## config.mk

```make
export PLATFORM = sky130hd
export DESIGN_NAME = adaptive_credit_window_flat
export DESIGN_NICKNAME = d
export VERILOG_FILES = /design/src/rtl/acw_pkg.sv /design/src/rtl/acw_ifs.sv /design/src/rtl/acw_front.sv /design/src/rtl/acw_queue.sv /design/src/rtl/acw_back.sv /design/src/rtl/adaptive_credit_window.sv /design/src/flat_wrapper.sv
export SDC_FILE = /design/constraint.sdc
export NUM_CORES = 2
export LEC_CHECK = 0
export ABC_AREA = 1
export BUFFER_PORTS_ARGS = -buffer_cell sky130_fd_sc_hd__buf_2
export CORE_AREA = 2 2 421 423
export CTS_CLUSTER_DIAMETER = 50
export DETAILED_ROUTE_END_ITERATION = 8
export DIE_AREA = 0 0 423 425
export GPL_TIMING_DRIVEN = 0
export PLACE_DENSITY = 0.59
export SYNTH_ARGS = -nofsm -noshare
export SYNTH_HDL_FRONTEND = slang
export SYNTH_HIERARCHICAL = 1
export SYNTH_SLANG_ARGS = --single-unit
```

## constraint.sdc

```tcl
create_clock -name clock -period 19.4 [get_ports clock]
set_input_delay 2.91 -clock clock [delete_from_list [all_inputs] [get_ports clock]]
set_output_delay 2.91 -clock clock [all_outputs]
set_load 0.02 [all_outputs]
```

## src/rtl/acw_pkg.sv

```systemverilog
// Shared types and constants for the adaptive credit window.
package acw_pkg;

   localparam int ACW_COUNT_WIDTH  = 64;
   localparam int ACW_WINDOW_WIDTH = 32;
   localparam int ACW_QUEUE_DEPTH  = 2;

   localparam int LEN_WIDTH     = 32;
   localparam int LTOT_WIDTH    = 63;
   localparam int CFG_WIN_WIDTH = 31;
   localparam int CSR_IDX_WIDTH = 2;
   localparam int CSR_DAT_WIDTH = 64;

   localparam logic [CSR_IDX_WIDTH-1:0] CSR_MAX_WINDOW = 2'd0;
   localparam logic [CSR_IDX_WIDTH-1:0] CSR_MIN_WINDOW = 2'd1;
   localparam logic [CSR_IDX_WIDTH-1:0] CSR_LINK_LIMIT = 2'd2;

   typedef enum logic [1:0] {
      OP_WRITE    = 2'd0,
      OP_FEEDBACK = 2'd1,
      OP_FAIL     = 2'd2,
      OP_OPEN     = 2'd3
   } op_type;

   typedef enum logic [2:0] {
      ST_OK       = 3'd0,
      ST_FULL     = 3'd1,
      ST_FAILED   = 3'd2,
      ST_SEND_ERR = 3'd3,
      ST_STALE    = 3'd4
   } status_type;

   typedef struct packed {
      logic [CFG_WIN_WIDTH-1:0] max_window;
      logic [CFG_WIN_WIDTH-1:0] eff_min;
      logic [LTOT_WIDTH-1:0]    link_limit;
      logic                     link_on;
      logic                     max_on;
      logic                     min_on;
   } cfg_type;

endpackage

```

## src/rtl/acw_ifs.sv

```systemverilog
// Request, response and register-write channel interfaces.
interface acw_req_if import acw_pkg::*; #(
   parameter int COUNT_WIDTH = ACW_COUNT_WIDTH
) ();
   logic                   valid;
   logic                   ready;
   logic [1:0]             cmd;
   logic [LEN_WIDTH-1:0]   write_length;
   logic                   send_ok;
   logic [COUNT_WIDTH-1:0] consumed_count;
   logic [LTOT_WIDTH-1:0]  link_total;

   modport source (output valid, cmd, write_length, send_ok, consumed_count, link_total,
                   input ready);
   modport sink   (input valid, cmd, write_length, send_ok, consumed_count, link_total,
                   output ready);
endinterface

interface acw_rsp_if import acw_pkg::*; #(
   parameter int COUNT_WIDTH  = ACW_COUNT_WIDTH,
   parameter int WINDOW_WIDTH = ACW_WINDOW_WIDTH
) ();
   logic                    valid;
   logic                    ready;
   logic [2:0]              status;
   logic [WINDOW_WIDTH-1:0] window_size;
   logic                    is_full;
   logic                    wake_writers;
   logic [LEN_WIDTH-1:0]    link_add;
   logic [COUNT_WIDTH-1:0]  link_release;

   modport source (output valid, status, window_size, is_full, wake_writers, link_add,
                   link_release, input ready);
   modport sink   (input valid, status, window_size, is_full, wake_writers, link_add,
                   link_release, output ready);
endinterface

interface acw_csr_if import acw_pkg::*; ();
   logic                     valid;
   logic                     ready;
   logic [CSR_IDX_WIDTH-1:0] index;
   logic [CSR_DAT_WIDTH-1:0] data;

   modport source (output valid, index, data, input ready);
   modport sink   (input valid, index, data, output ready);
endinterface

```

## src/rtl/acw_front.sv

```systemverilog
// Front end: register file, request decode and queue push.
module acw_front import acw_pkg::*; #(
   parameter int COUNT_WIDTH = ACW_COUNT_WIDTH,
   parameter int ENTRY_W     = 2 + LEN_WIDTH + 1 + COUNT_WIDTH + LTOT_WIDTH
) (
   input  logic               clock,
   input  logic               reset,
   acw_req_if.sink            req,
   acw_csr_if.sink            csr,
   input  logic               q_full,
   output logic               q_push,
   output logic [ENTRY_W-1:0] q_wdata,
   output cfg_type            cfg
);

   logic [CFG_WIN_WIDTH-1:0] max_ff;
   logic [CFG_WIN_WIDTH-1:0] min_ff;
   logic [LTOT_WIDTH-1:0]    limit_ff;
   op_type                   op;

   assign csr.ready = 1'b1;

   always_ff @(posedge clock) begin
      if (reset) begin
         max_ff   <= '0;
         min_ff   <= '0;
         limit_ff <= '0;
      end else if (csr.valid) begin
         unique case (csr.index)
            CSR_MAX_WINDOW: max_ff   <= csr.data[CFG_WIN_WIDTH-1:0];
            CSR_MIN_WINDOW: min_ff   <= csr.data[CFG_WIN_WIDTH-1:0];
            CSR_LINK_LIMIT: limit_ff <= csr.data[LTOT_WIDTH-1:0];
            default: ;
         endcase
      end
   end

   always_comb begin
      cfg.max_window = max_ff;
      cfg.max_on     = (max_ff != '0);
      cfg.eff_min    = (cfg.max_on && (min_ff > max_ff)) ? '0 : min_ff;
      cfg.link_limit = limit_ff;
      cfg.link_on    = (limit_ff != '0);
      cfg.min_on     = (cfg.eff_min != '0);
   end

   assign op = op_type'(req.cmd);

   assign req.ready = !q_full;
   assign q_push    = req.valid && !q_full;
   assign q_wdata   = {op, req.write_length, req.send_ok, req.consumed_count, req.link_total};

endmodule

```

## src/rtl/acw_queue.sv

```systemverilog
// Small FIFO between front and back end.
module acw_queue import acw_pkg::*; #(
   parameter int DATA_W = 8,
   parameter int DEPTH  = ACW_QUEUE_DEPTH
) (
   input  logic              clock,
   input  logic              reset,
   input  logic              push,
   input  logic [DATA_W-1:0] wdata,
   input  logic              pop,
   output logic              full,
   output logic              not_empty,
   output logic [DATA_W-1:0] rdata
);

   localparam int PTR_W = (DEPTH > 1) ? $clog2(DEPTH) : 1;
   localparam int CNT_W = $clog2(DEPTH + 1);
   localparam logic [PTR_W-1:0] LAST = PTR_W'(DEPTH - 1);

   logic [DATA_W-1:0] mem [DEPTH];
   logic [PTR_W-1:0]  wr_ff, wr_in;
   logic [PTR_W-1:0]  rd_ff, rd_in;
   logic [CNT_W-1:0]  cnt_ff, cnt_in;

   assign full      = (cnt_ff == CNT_W'(DEPTH));
   assign not_empty = (cnt_ff != '0);
   assign rdata     = mem[rd_ff];

   always_comb begin
      wr_in  = push ? ((wr_ff == LAST) ? '0 : wr_ff + 1'b1) : wr_ff;
      rd_in  = pop  ? ((rd_ff == LAST) ? '0 : rd_ff + 1'b1) : rd_ff;
      cnt_in = cnt_ff;
      if (push && !pop) begin
         cnt_in = cnt_ff + 1'b1;
      end else if (pop && !push) begin
         cnt_in = cnt_ff - 1'b1;
      end
   end

   always_ff @(posedge clock) begin
      if (push) begin
         mem[wr_ff] <= wdata;
      end
   end

   always_ff @(posedge clock) begin
      if (reset) begin
         wr_ff  <= '0;
         rd_ff  <= '0;
         cnt_ff <= '0;
      end else begin
         wr_ff  <= wr_in;
         rd_ff  <= rd_in;
         cnt_ff <= cnt_in;
      end
   end

endmodule

```

## src/rtl/acw_back.sv

```systemverilog
// Back end: window state update and response register.
module acw_back import acw_pkg::*; #(
   parameter int COUNT_WIDTH  = ACW_COUNT_WIDTH,
   parameter int WINDOW_WIDTH = ACW_WINDOW_WIDTH,
   parameter int ENTRY_W      = 2 + LEN_WIDTH + 1 + COUNT_WIDTH + LTOT_WIDTH
) (
   input  logic               clock,
   input  logic               reset,
   input  cfg_type            cfg,
   input  logic               q_valid,
   input  logic [ENTRY_W-1:0] q_rdata,
   output logic               q_pop,
   acw_rsp_if.source          rsp
);

   localparam int C = COUNT_WIDTH;
   localparam int W = WINDOW_WIDTH;
   localparam logic [W-1:0] WIN_MAX = {W{1'b1}};

   op_type               e_op;
   logic [LEN_WIDTH-1:0] e_len;
   logic                 e_ok;
   logic [C-1:0]         e_cons;
   logic [LTOT_WIDTH-1:0] e_ltot;

   logic [C-1:0] prod_ff, prod_in;
   logic [C-1:0] cons_ff, cons_in;
   logic [C-1:0] lu_ff, lu_in;
   logic [W-1:0] win_ff, win_in;
   logic         failed_ff, failed_in;

   logic         valid_ff;
   status_type   status_ff, st;
   logic [W-1:0] wsize_ff;
   logic         full_ff, full_nxt, full_cur;
   logic         wake_ff, wake, fb_live;
   logic [LEN_WIDTH-1:0] ladd_ff, ladd;
   logic [C-1:0] lrel_ff, lrel;

   logic [C-1:0]  delta, acc;
   logic [63:0]   tot;
   logic [W:0]    win2;

   function automatic logic [W-1:0] win_sat(input logic [63:0] v);
      return (v > 64'(WIN_MAX)) ? WIN_MAX : W'(v);
   endfunction

   function automatic logic reach(input logic [C-1:0] a, input logic [C-1:0] b,
                                  input logic [W-1:0] w);
      return (a >= b) && ((a - b) >= C'(w));
   endfunction

   assign {e_op, e_len, e_ok, e_cons, e_ltot} = q_rdata;

   assign q_pop = q_valid && (!valid_ff || rsp.ready);

   assign full_cur = (win_ff != '0) && reach(prod_ff, cons_ff, win_ff);
   assign delta    = e_cons - cons_ff;
   assign acc      = (delta < lu_ff) ? delta : lu_ff;
   assign tot      = (64'(e_ltot) >= 64'(acc)) ? (64'(e_ltot) - 64'(acc)) : '0;
   assign win2     = {win_ff, 1'b0};

   always_comb begin
      prod_in   = prod_ff;
      cons_in   = cons_ff;
      lu_in     = lu_ff;
      win_in    = win_ff;
      failed_in = failed_ff;
      st        = ST_OK;
      ladd      = '0;
      lrel      = '0;
      fb_live   = 1'b0;
      unique case (e_op)
         OP_OPEN: begin
            prod_in   = '0;
            cons_in   = '0;
            lu_in     = '0;
            failed_in = 1'b0;
            win_in    = (cfg.link_on && cfg.min_on) ? win_sat(64'(cfg.eff_min))
                                                    : win_sat(64'(cfg.max_window));
         end
         OP_FAIL: begin
            failed_in = 1'b1;
            if (cfg.link_on && (lu_ff != '0)) begin
               lrel  = lu_ff;
               lu_in = '0;
            end
         end
         OP_WRITE: begin
            if (failed_ff) begin
               st = ST_FAILED;
            end else if (full_cur) begin
               st = ST_FULL;
            end else if (!e_ok) begin
               st = ST_SEND_ERR;
            end else begin
               if (win_ff != '0) begin
                  prod_in = prod_ff + C'(e_len);
               end
               if (cfg.link_on) begin
                  ladd  = e_len;
                  lu_in = lu_ff + C'(e_len);
               end
            end
         end
         OP_FEEDBACK: begin
            if (failed_ff) begin
               st = ST_FAILED;
            end else if (win_ff == '0) begin
               st = ST_OK;
            end else if (cons_ff >= e_cons) begin
               st = ST_STALE;
            end else begin
               fb_live = 1'b1;
               cons_in = e_cons;
               if (cfg.link_on) begin
                  lu_in = lu_ff - acc;
                  lrel  = acc;
                  if (tot > 64'(cfg.link_limit)) begin
                     win_in = cfg.min_on ? win_sat(64'(cfg.eff_min)) : (win_ff >> 1);
                  end else if (reach(prod_ff, e_cons, win_ff) &&
                               (!cfg.max_on || (64'(win_ff) < 64'(cfg.max_window)))) begin
                     if (cfg.max_on && (64'(win2) > 64'(cfg.max_window))) begin
                        win_in = win_sat(64'(cfg.max_window));
                     end else begin
                        win_in = win_sat(64'(win2));
                     end
                  end
               end
            end
         end
         default: ;
      endcase
      full_nxt = (win_in != '0) && reach(prod_in, cons_in, win_in);
      wake     = fb_live && full_cur && !full_nxt;
   end

   always_ff @(posedge clock) begin
      if (reset) begin
         prod_ff   <= '0;
         cons_ff   <= '0;
         lu_ff     <= '0;
         win_ff    <= '0;
         failed_ff <= 1'b0;
         valid_ff  <= 1'b0;
      end else if (q_pop) begin
         prod_ff   <= prod_in;
         cons_ff   <= cons_in;
         lu_ff     <= lu_in;
         win_ff    <= win_in;
         failed_ff <= failed_in;
         valid_ff  <= 1'b1;
      end else if (rsp.ready) begin
         valid_ff  <= 1'b0;
      end
   end

   always_ff @(posedge clock) begin
      if (q_pop) begin
         status_ff <= st;
         wsize_ff  <= win_in;
         full_ff   <= full_nxt;
         wake_ff   <= wake;
         ladd_ff   <= ladd;
         lrel_ff   <= lrel;
      end
   end

   assign rsp.valid        = valid_ff;
   assign rsp.status       = status_ff;
   assign rsp.window_size  = wsize_ff;
   assign rsp.is_full      = full_ff;
   assign rsp.wake_writers = wake_ff;
   assign rsp.link_add     = ladd_ff;
   assign rsp.link_release = lrel_ff;

endmodule

```

## src/rtl/adaptive_credit_window.sv

```systemverilog
// Adaptive credit window top level.
//
// Sender-side flow control window for one stream. Requests arrive on req_bus:
// cmd selects write, feedback, fail or open; each request beat yields exactly
// one response beat on rsp_bus with status, window size, full flag, wake flag
// and link-total adjustments. Registers max_window, min_window and link_limit
// are written on csr_bus (always ready); the user must write them only while
// the block is idle, which the block itself does not enforce. An accepted
// request beat passes through a queue entry, then the response register.
// Throughput: one beat per cycle while rsp_bus is ready, set by the back end.
// A two-entry queue separates request decode from execution; req_bus.ready
// falls only when that queue is full, which happens when rsp_bus stalls while
// request beats still arrive. A stalled response holds its payload.
// Synchronous reset clears all counters, the window, the failed flag, the
// registers and the queue; the block accepts beats in the cycle after reset.
module adaptive_credit_window import acw_pkg::*; #(
   parameter int COUNT_WIDTH  = ACW_COUNT_WIDTH,
   parameter int WINDOW_WIDTH = ACW_WINDOW_WIDTH
) (
   input  logic        clock,
   input  logic        reset,
   acw_req_if.sink     req_bus,
   acw_rsp_if.source   rsp_bus,
   acw_csr_if.sink     csr_bus
);

   localparam int ENTRY_W = 2 + LEN_WIDTH + 1 + COUNT_WIDTH + LTOT_WIDTH;

   cfg_type            cfg;
   logic               q_full;
   logic               q_push;
   logic               q_pop;
   logic               q_valid;
   logic [ENTRY_W-1:0] q_wdata;
   logic [ENTRY_W-1:0] q_rdata;

   acw_front #(
      .COUNT_WIDTH (COUNT_WIDTH),
      .ENTRY_W     (ENTRY_W)
   ) u_front (
      .clock   (clock),
      .reset   (reset),
      .req     (req_bus),
      .csr     (csr_bus),
      .q_full  (q_full),
      .q_push  (q_push),
      .q_wdata (q_wdata),
      .cfg     (cfg)
   );

   acw_queue #(
      .DATA_W (ENTRY_W),
      .DEPTH  (ACW_QUEUE_DEPTH)
   ) u_queue (
      .clock     (clock),
      .reset     (reset),
      .push      (q_push),
      .wdata     (q_wdata),
      .pop       (q_pop),
      .full      (q_full),
      .not_empty (q_valid),
      .rdata     (q_rdata)
   );

   acw_back #(
      .COUNT_WIDTH  (COUNT_WIDTH),
      .WINDOW_WIDTH (WINDOW_WIDTH),
      .ENTRY_W      (ENTRY_W)
   ) u_back (
      .clock   (clock),
      .reset   (reset),
      .cfg     (cfg),
      .q_valid (q_valid),
      .q_rdata (q_rdata),
      .q_pop   (q_pop),
      .rsp     (rsp_bus)
   );

endmodule

```

## src/flat_wrapper.sv

```systemverilog
// flat-port wrapper written by rule: the top's interface ports become plain ports
module adaptive_credit_window_flat import acw_pkg::*;
#(
   parameter int COUNT_WIDTH  = ACW_COUNT_WIDTH,
   parameter int WINDOW_WIDTH = ACW_WINDOW_WIDTH
)
  (clock, reset, req_bus_valid, req_bus_cmd, req_bus_write_length, req_bus_send_ok, req_bus_consumed_count, req_bus_link_total, req_bus_ready, rsp_bus_valid, rsp_bus_status, rsp_bus_window_size, rsp_bus_is_full, rsp_bus_wake_writers, rsp_bus_link_add, rsp_bus_link_release, rsp_bus_ready, csr_bus_valid, csr_bus_index, csr_bus_data, csr_bus_ready);
  acw_req_if #(.COUNT_WIDTH(COUNT_WIDTH)) req_bus_i ();
  acw_rsp_if #(.COUNT_WIDTH(COUNT_WIDTH), .WINDOW_WIDTH(WINDOW_WIDTH)) rsp_bus_i ();
  acw_csr_if csr_bus_i ();
  input  logic clock;
  input  logic reset;
  input wire logic [$bits(req_bus_i.valid)-1:0] req_bus_valid;
  input wire logic [$bits(req_bus_i.cmd)-1:0] req_bus_cmd;
  input wire logic [$bits(req_bus_i.write_length)-1:0] req_bus_write_length;
  input wire logic [$bits(req_bus_i.send_ok)-1:0] req_bus_send_ok;
  input wire logic [$bits(req_bus_i.consumed_count)-1:0] req_bus_consumed_count;
  input wire logic [$bits(req_bus_i.link_total)-1:0] req_bus_link_total;
  output wire logic [$bits(req_bus_i.ready)-1:0] req_bus_ready;
  output wire logic [$bits(rsp_bus_i.valid)-1:0] rsp_bus_valid;
  output wire logic [$bits(rsp_bus_i.status)-1:0] rsp_bus_status;
  output wire logic [$bits(rsp_bus_i.window_size)-1:0] rsp_bus_window_size;
  output wire logic [$bits(rsp_bus_i.is_full)-1:0] rsp_bus_is_full;
  output wire logic [$bits(rsp_bus_i.wake_writers)-1:0] rsp_bus_wake_writers;
  output wire logic [$bits(rsp_bus_i.link_add)-1:0] rsp_bus_link_add;
  output wire logic [$bits(rsp_bus_i.link_release)-1:0] rsp_bus_link_release;
  input wire logic [$bits(rsp_bus_i.ready)-1:0] rsp_bus_ready;
  input wire logic [$bits(csr_bus_i.valid)-1:0] csr_bus_valid;
  input wire logic [$bits(csr_bus_i.index)-1:0] csr_bus_index;
  input wire logic [$bits(csr_bus_i.data)-1:0] csr_bus_data;
  output wire logic [$bits(csr_bus_i.ready)-1:0] csr_bus_ready;
  assign req_bus_i.valid = req_bus_valid;
  assign req_bus_i.cmd = req_bus_cmd;
  assign req_bus_i.write_length = req_bus_write_length;
  assign req_bus_i.send_ok = req_bus_send_ok;
  assign req_bus_i.consumed_count = req_bus_consumed_count;
  assign req_bus_i.link_total = req_bus_link_total;
  assign req_bus_ready = req_bus_i.ready;
  assign rsp_bus_valid = rsp_bus_i.valid;
  assign rsp_bus_status = rsp_bus_i.status;
  assign rsp_bus_window_size = rsp_bus_i.window_size;
  assign rsp_bus_is_full = rsp_bus_i.is_full;
  assign rsp_bus_wake_writers = rsp_bus_i.wake_writers;
  assign rsp_bus_link_add = rsp_bus_i.link_add;
  assign rsp_bus_link_release = rsp_bus_i.link_release;
  assign rsp_bus_i.ready = rsp_bus_ready;
  assign csr_bus_i.valid = csr_bus_valid;
  assign csr_bus_i.index = csr_bus_index;
  assign csr_bus_i.data = csr_bus_data;
  assign csr_bus_ready = csr_bus_i.ready;
  adaptive_credit_window #(.COUNT_WIDTH(COUNT_WIDTH), .WINDOW_WIDTH(WINDOW_WIDTH)) u_core (.clock(clock), .reset(reset), .req_bus(req_bus_i), .rsp_bus(rsp_bus_i), .csr_bus(csr_bus_i));
endmodule
```

==> flow_metrics.py <==
metrics = {
    "clock_tree": {
        "cts_sinks": 813,
        "cts.htree.levels": 3,
        "clockBufferDepth": 3,
        "insertion_delay_ns": 0.82,
        "post_cts_buffers": 0,
        "hold_buffers": 0,
        "cts_tree": "yes",
        "root_buffer": "clkbuf_16",
        "cts.clk_slew.worst_paths_ns": 0.06,
        "post_cts_resized": 0,
        "cts_buffers": 114,
    },
    "synthesis": {
        "synth_edf_count": 457,
        "synth_top_cell_by_area": "edfxtp_1",
        "synth_area_per_cell_um2": 6.979,
        "ys_types": 77,
        "yosysTopAreaCellShare": 0.1833,
        "netlist_instances": 10730,
        "synth_area_um2": 74870,
        "ys_async_sr_fraction": 0,
        "synthTopCellsByArea": "edfxtp_1, ha_1, nand2_1",
        "syn_nets": 11700,
        "ys_warn_count": 6,
        "ys_ff_latch": 813,
        "seq_area_frac_synth": 0.2785,
        "synthFlopType": "edfxtp_1",
    },
    "sta": {
        "max_freq_mhz": 55.91,
        "final_max_slew_viol_count": 24,
        "max_slew_margin": -0.09432,
        "finalCritPeriodShare": 0.9219,
        "hold_viol": 0,
        "worst_pin_slew_ns": 1.624,
        "rsz0062_at_grt": "false",
        "fin_crit_ns": 17.88,
        "final-setup-viol-count": 0,
        "skew_ns": 0.06251,
        "setup_tns_ns": 0,
    },
    "global_route": {
        "grt_antenna_before_repair": 27,
        "grt_pass1_vias": 71700,
        "grt_pass1_wl_um": 487000,
        "grt_max_degree": 93,
        "grtUsageTotal": 0.3710,
        "grt.overflow.total": 0,
    },
    "setup_path": {
        "critical_path.max_fanout": 10,
        "cp_top_family": "simple AND/OR/NAND/NOR gates",
        "worstSetupPathType": "flip-flop to flip-flop",
        "arrival_ns": 18.36,
        "startpoint_type": "flip-flop",
        "cpPeakStageDelay_ns": 0.76,
        "path_common_cell": "nand2_1",
        "slowest_stage": "a221oi_1",
        "crit_required_ns": 19.88,
        "path_buf_inv": 12,
        "end_kind": "flip-flop",
    },
    "detailed_routing": {
        "drc": 0,
        "drtPass1Iterations": 6,
        "drt-initial-drc-count": 9365,
        "wl_per_cell_um": 25.70,
        "drtAntennaViolNets": 0,
        "drt-total-wl_um": 347300,
        "viasPerCell": 5.741,
        "vias": 77590,
    },
    "outcome": {
        "status": "finished, violations left",
        "violations": "capacitance limit, slew limit",
    },
    "floorplan": {
        "die_h_um": 425,
        "core_area_um2": 175300,
        "row_count": 154,
        "die-area_um2": 179800,
        "fp.dieW_um": 423,
        "io_pins": 369,
        "initial_core_util": 0.4270,
    },
    "final_layout": {
        "final_nets": 12040,
        "drive_above_1_share": 0.09180,
        "final_cell_mix": "nand2_1, inv_1, a21oi_1, nor2_1, o21ai_0",
        "nFillCells": 18210,
        "finalNonFillerCells": 13520,
        "layout_commonest_cell": "nand2_1",
        "syn_to_final_growth_pct": 11.17,
    },
    "job": {
        "drv_cap": 6,
    },
    "placed_design": {
        "dp.cells": 13290,
        "portBuffers": 204,
        "dpl.hpwl_um": 293100,
        "gp_congestion": 1.076,
    },
    "min_path": {
        "hold_start": "u_core/u_front/limit_ff[39]$_SDFFE_PP0P_",
        "min_path_type": "flip-flop to flip-flop",
    },
}
[cells in the mapped netlist, drive strengths merged (2+ instances only)]
| cell | instances |
|---|---|
| a21oi | 1001 |
| a21boi | 30 |
| nor4b | 4 |
| nor3 | 126 |
| buf | 246 |
| o211ai | 112 |
| nor3b | 2 |
| a311oi | 2 |
| clkdlybuf4s50 | 2 |
| nand4 | 111 |
| o31ai | 12 |
| ha | 734 |
| xor2 | 198 |
| mux2 | 162 |
| o311a | 2 |
| a31o | 2 |
| o2111ai | 6 |
| inv | 1727 |
| edfxtp | 457 |
| and3 | 12 |
| o21bai | 38 |
| dfxtp | 356 |
| fa | 7 |
| nand2 | 2392 |
| xnor2 | 122 |
| nor4 | 81 |
| o21ai | 840 |
| a31oi | 107 |
| a211oi | 81 |
| and2 | 3 |
| nand3b | 11 |
| a22oi | 3 |
| a21o | 52 |
| clkbuf | 194 |
| o221ai | 17 |
| o221a | 3 |
| nand3 | 360 |
| clkinv | 4 |
| o21a | 40 |
| or2 | 29 |
| o22ai | 63 |
| a221oi | 7 |
| o41ai | 8 |
| nor2 | 956 |
[sequential cells by signal, summed over array words and instances (netlist names), 31 cells and up, named ones only]
signal / cells
u_core/u_front/max_ff: 31
u_core/u_front/min_ff: 31
u_core/u_back/lu_ff: 64
u_core/u_front/limit_ff: 63
u_core/u_back/win_ff: 32
u_core/u_back/rsp.window_size: 32
u_core/u_back/rsp.link_release: 64
u_core/u_back/prod_ff: 64
u_core/u_back/cons_ff: 64
u_core/u_queue/mem: 324
u_core/u_back/rsp.link_add: 32
[cell families after synthesis]
kind of cell | after synthesis | share of synthesized area
multiplexers | 162 | 0.02838
adder cells (fa/ha/maj) | 741 | 0.1245
other | 1 | 0.00005009
AO/OA/AOI/OAI | 2427 | 0.1820
buffers and inverters | 2174 | 0.1214
XOR/XNOR | 320 | 0.03744
AND/OR/NAND/NOR | 4089 | 0.2278
flip-flops | 813 | 0.2785
[tightest hold or removal path, cell delays in order (launching register included)]
cell     delay [ns]
dfxtp_1        0.32
nand2_1        0.06
a21oi_1        0.05
[cell type report]
class | instances | area (µm²) | area share
antenna | 10 | 25.02 | 0.0003007
buffer | 443 | 2586 | 0.03107
clock buffer | 139 | 3007 | 0.03613
clock inverter | 78 | 1096 | 0.01317
inverter | 1731 | 6510 | 0.07822
multi-input combinational | 7740 | 44940 | 0.5400
sequential | 813 | 20850 | 0.2505
tap | 2340 | 2928 | 0.03518
timing repair buffer | 221 | 1280 | 0.01538
[path summary, 6_finish.rpt]
kind / endpoint / slack (ns) / cells after the start
min reg2reg: u_core/u_front/limit_ff[39]$_SDFFE_PP0P_ / 0.48 / 2
max: u_core/u_back/rsp.is_full$_DFFE_PP_ / 1.52 / 90
max reg2reg: u_core/u_back/rsp.is_full$_DFFE_PP_ / 1.52 / 90
min: u_core/u_front/limit_ff[39]$_SDFFE_PP0P_ / 0.48 / 2
[through the flow]
step	hold WS [ns]	setup slack (ns)	cell area, µm²	util
finish	0.4799	1.515	83230	0.4746
global route	0.5035	0.4884	83210	0.4745
CTS	0.4811	2.088	83200	0.4745
detailed placement	0.4736	2.205	79100	0.4511
global placement	0.4718	2.157	78810	0.4495
floorplan	0.4536	8.103	74870	-
[metal layers]
layer  wire length, µm  vias to the layer above  share of wire  global-route usage
met3             32870                      832          0.095             0.07303
met1            143900                    36450           0.41              0.4894
met5               134                        -        0.00039                   0
met2            146200                     3998           0.42              0.5601
li1                  -                    36300              -                   -
met4             24220                       20          0.070              0.2231
Power is left out: the tool's default activity adds up to more than one toggle a clock period on the data nets, which glitch-free logic cannot reach.
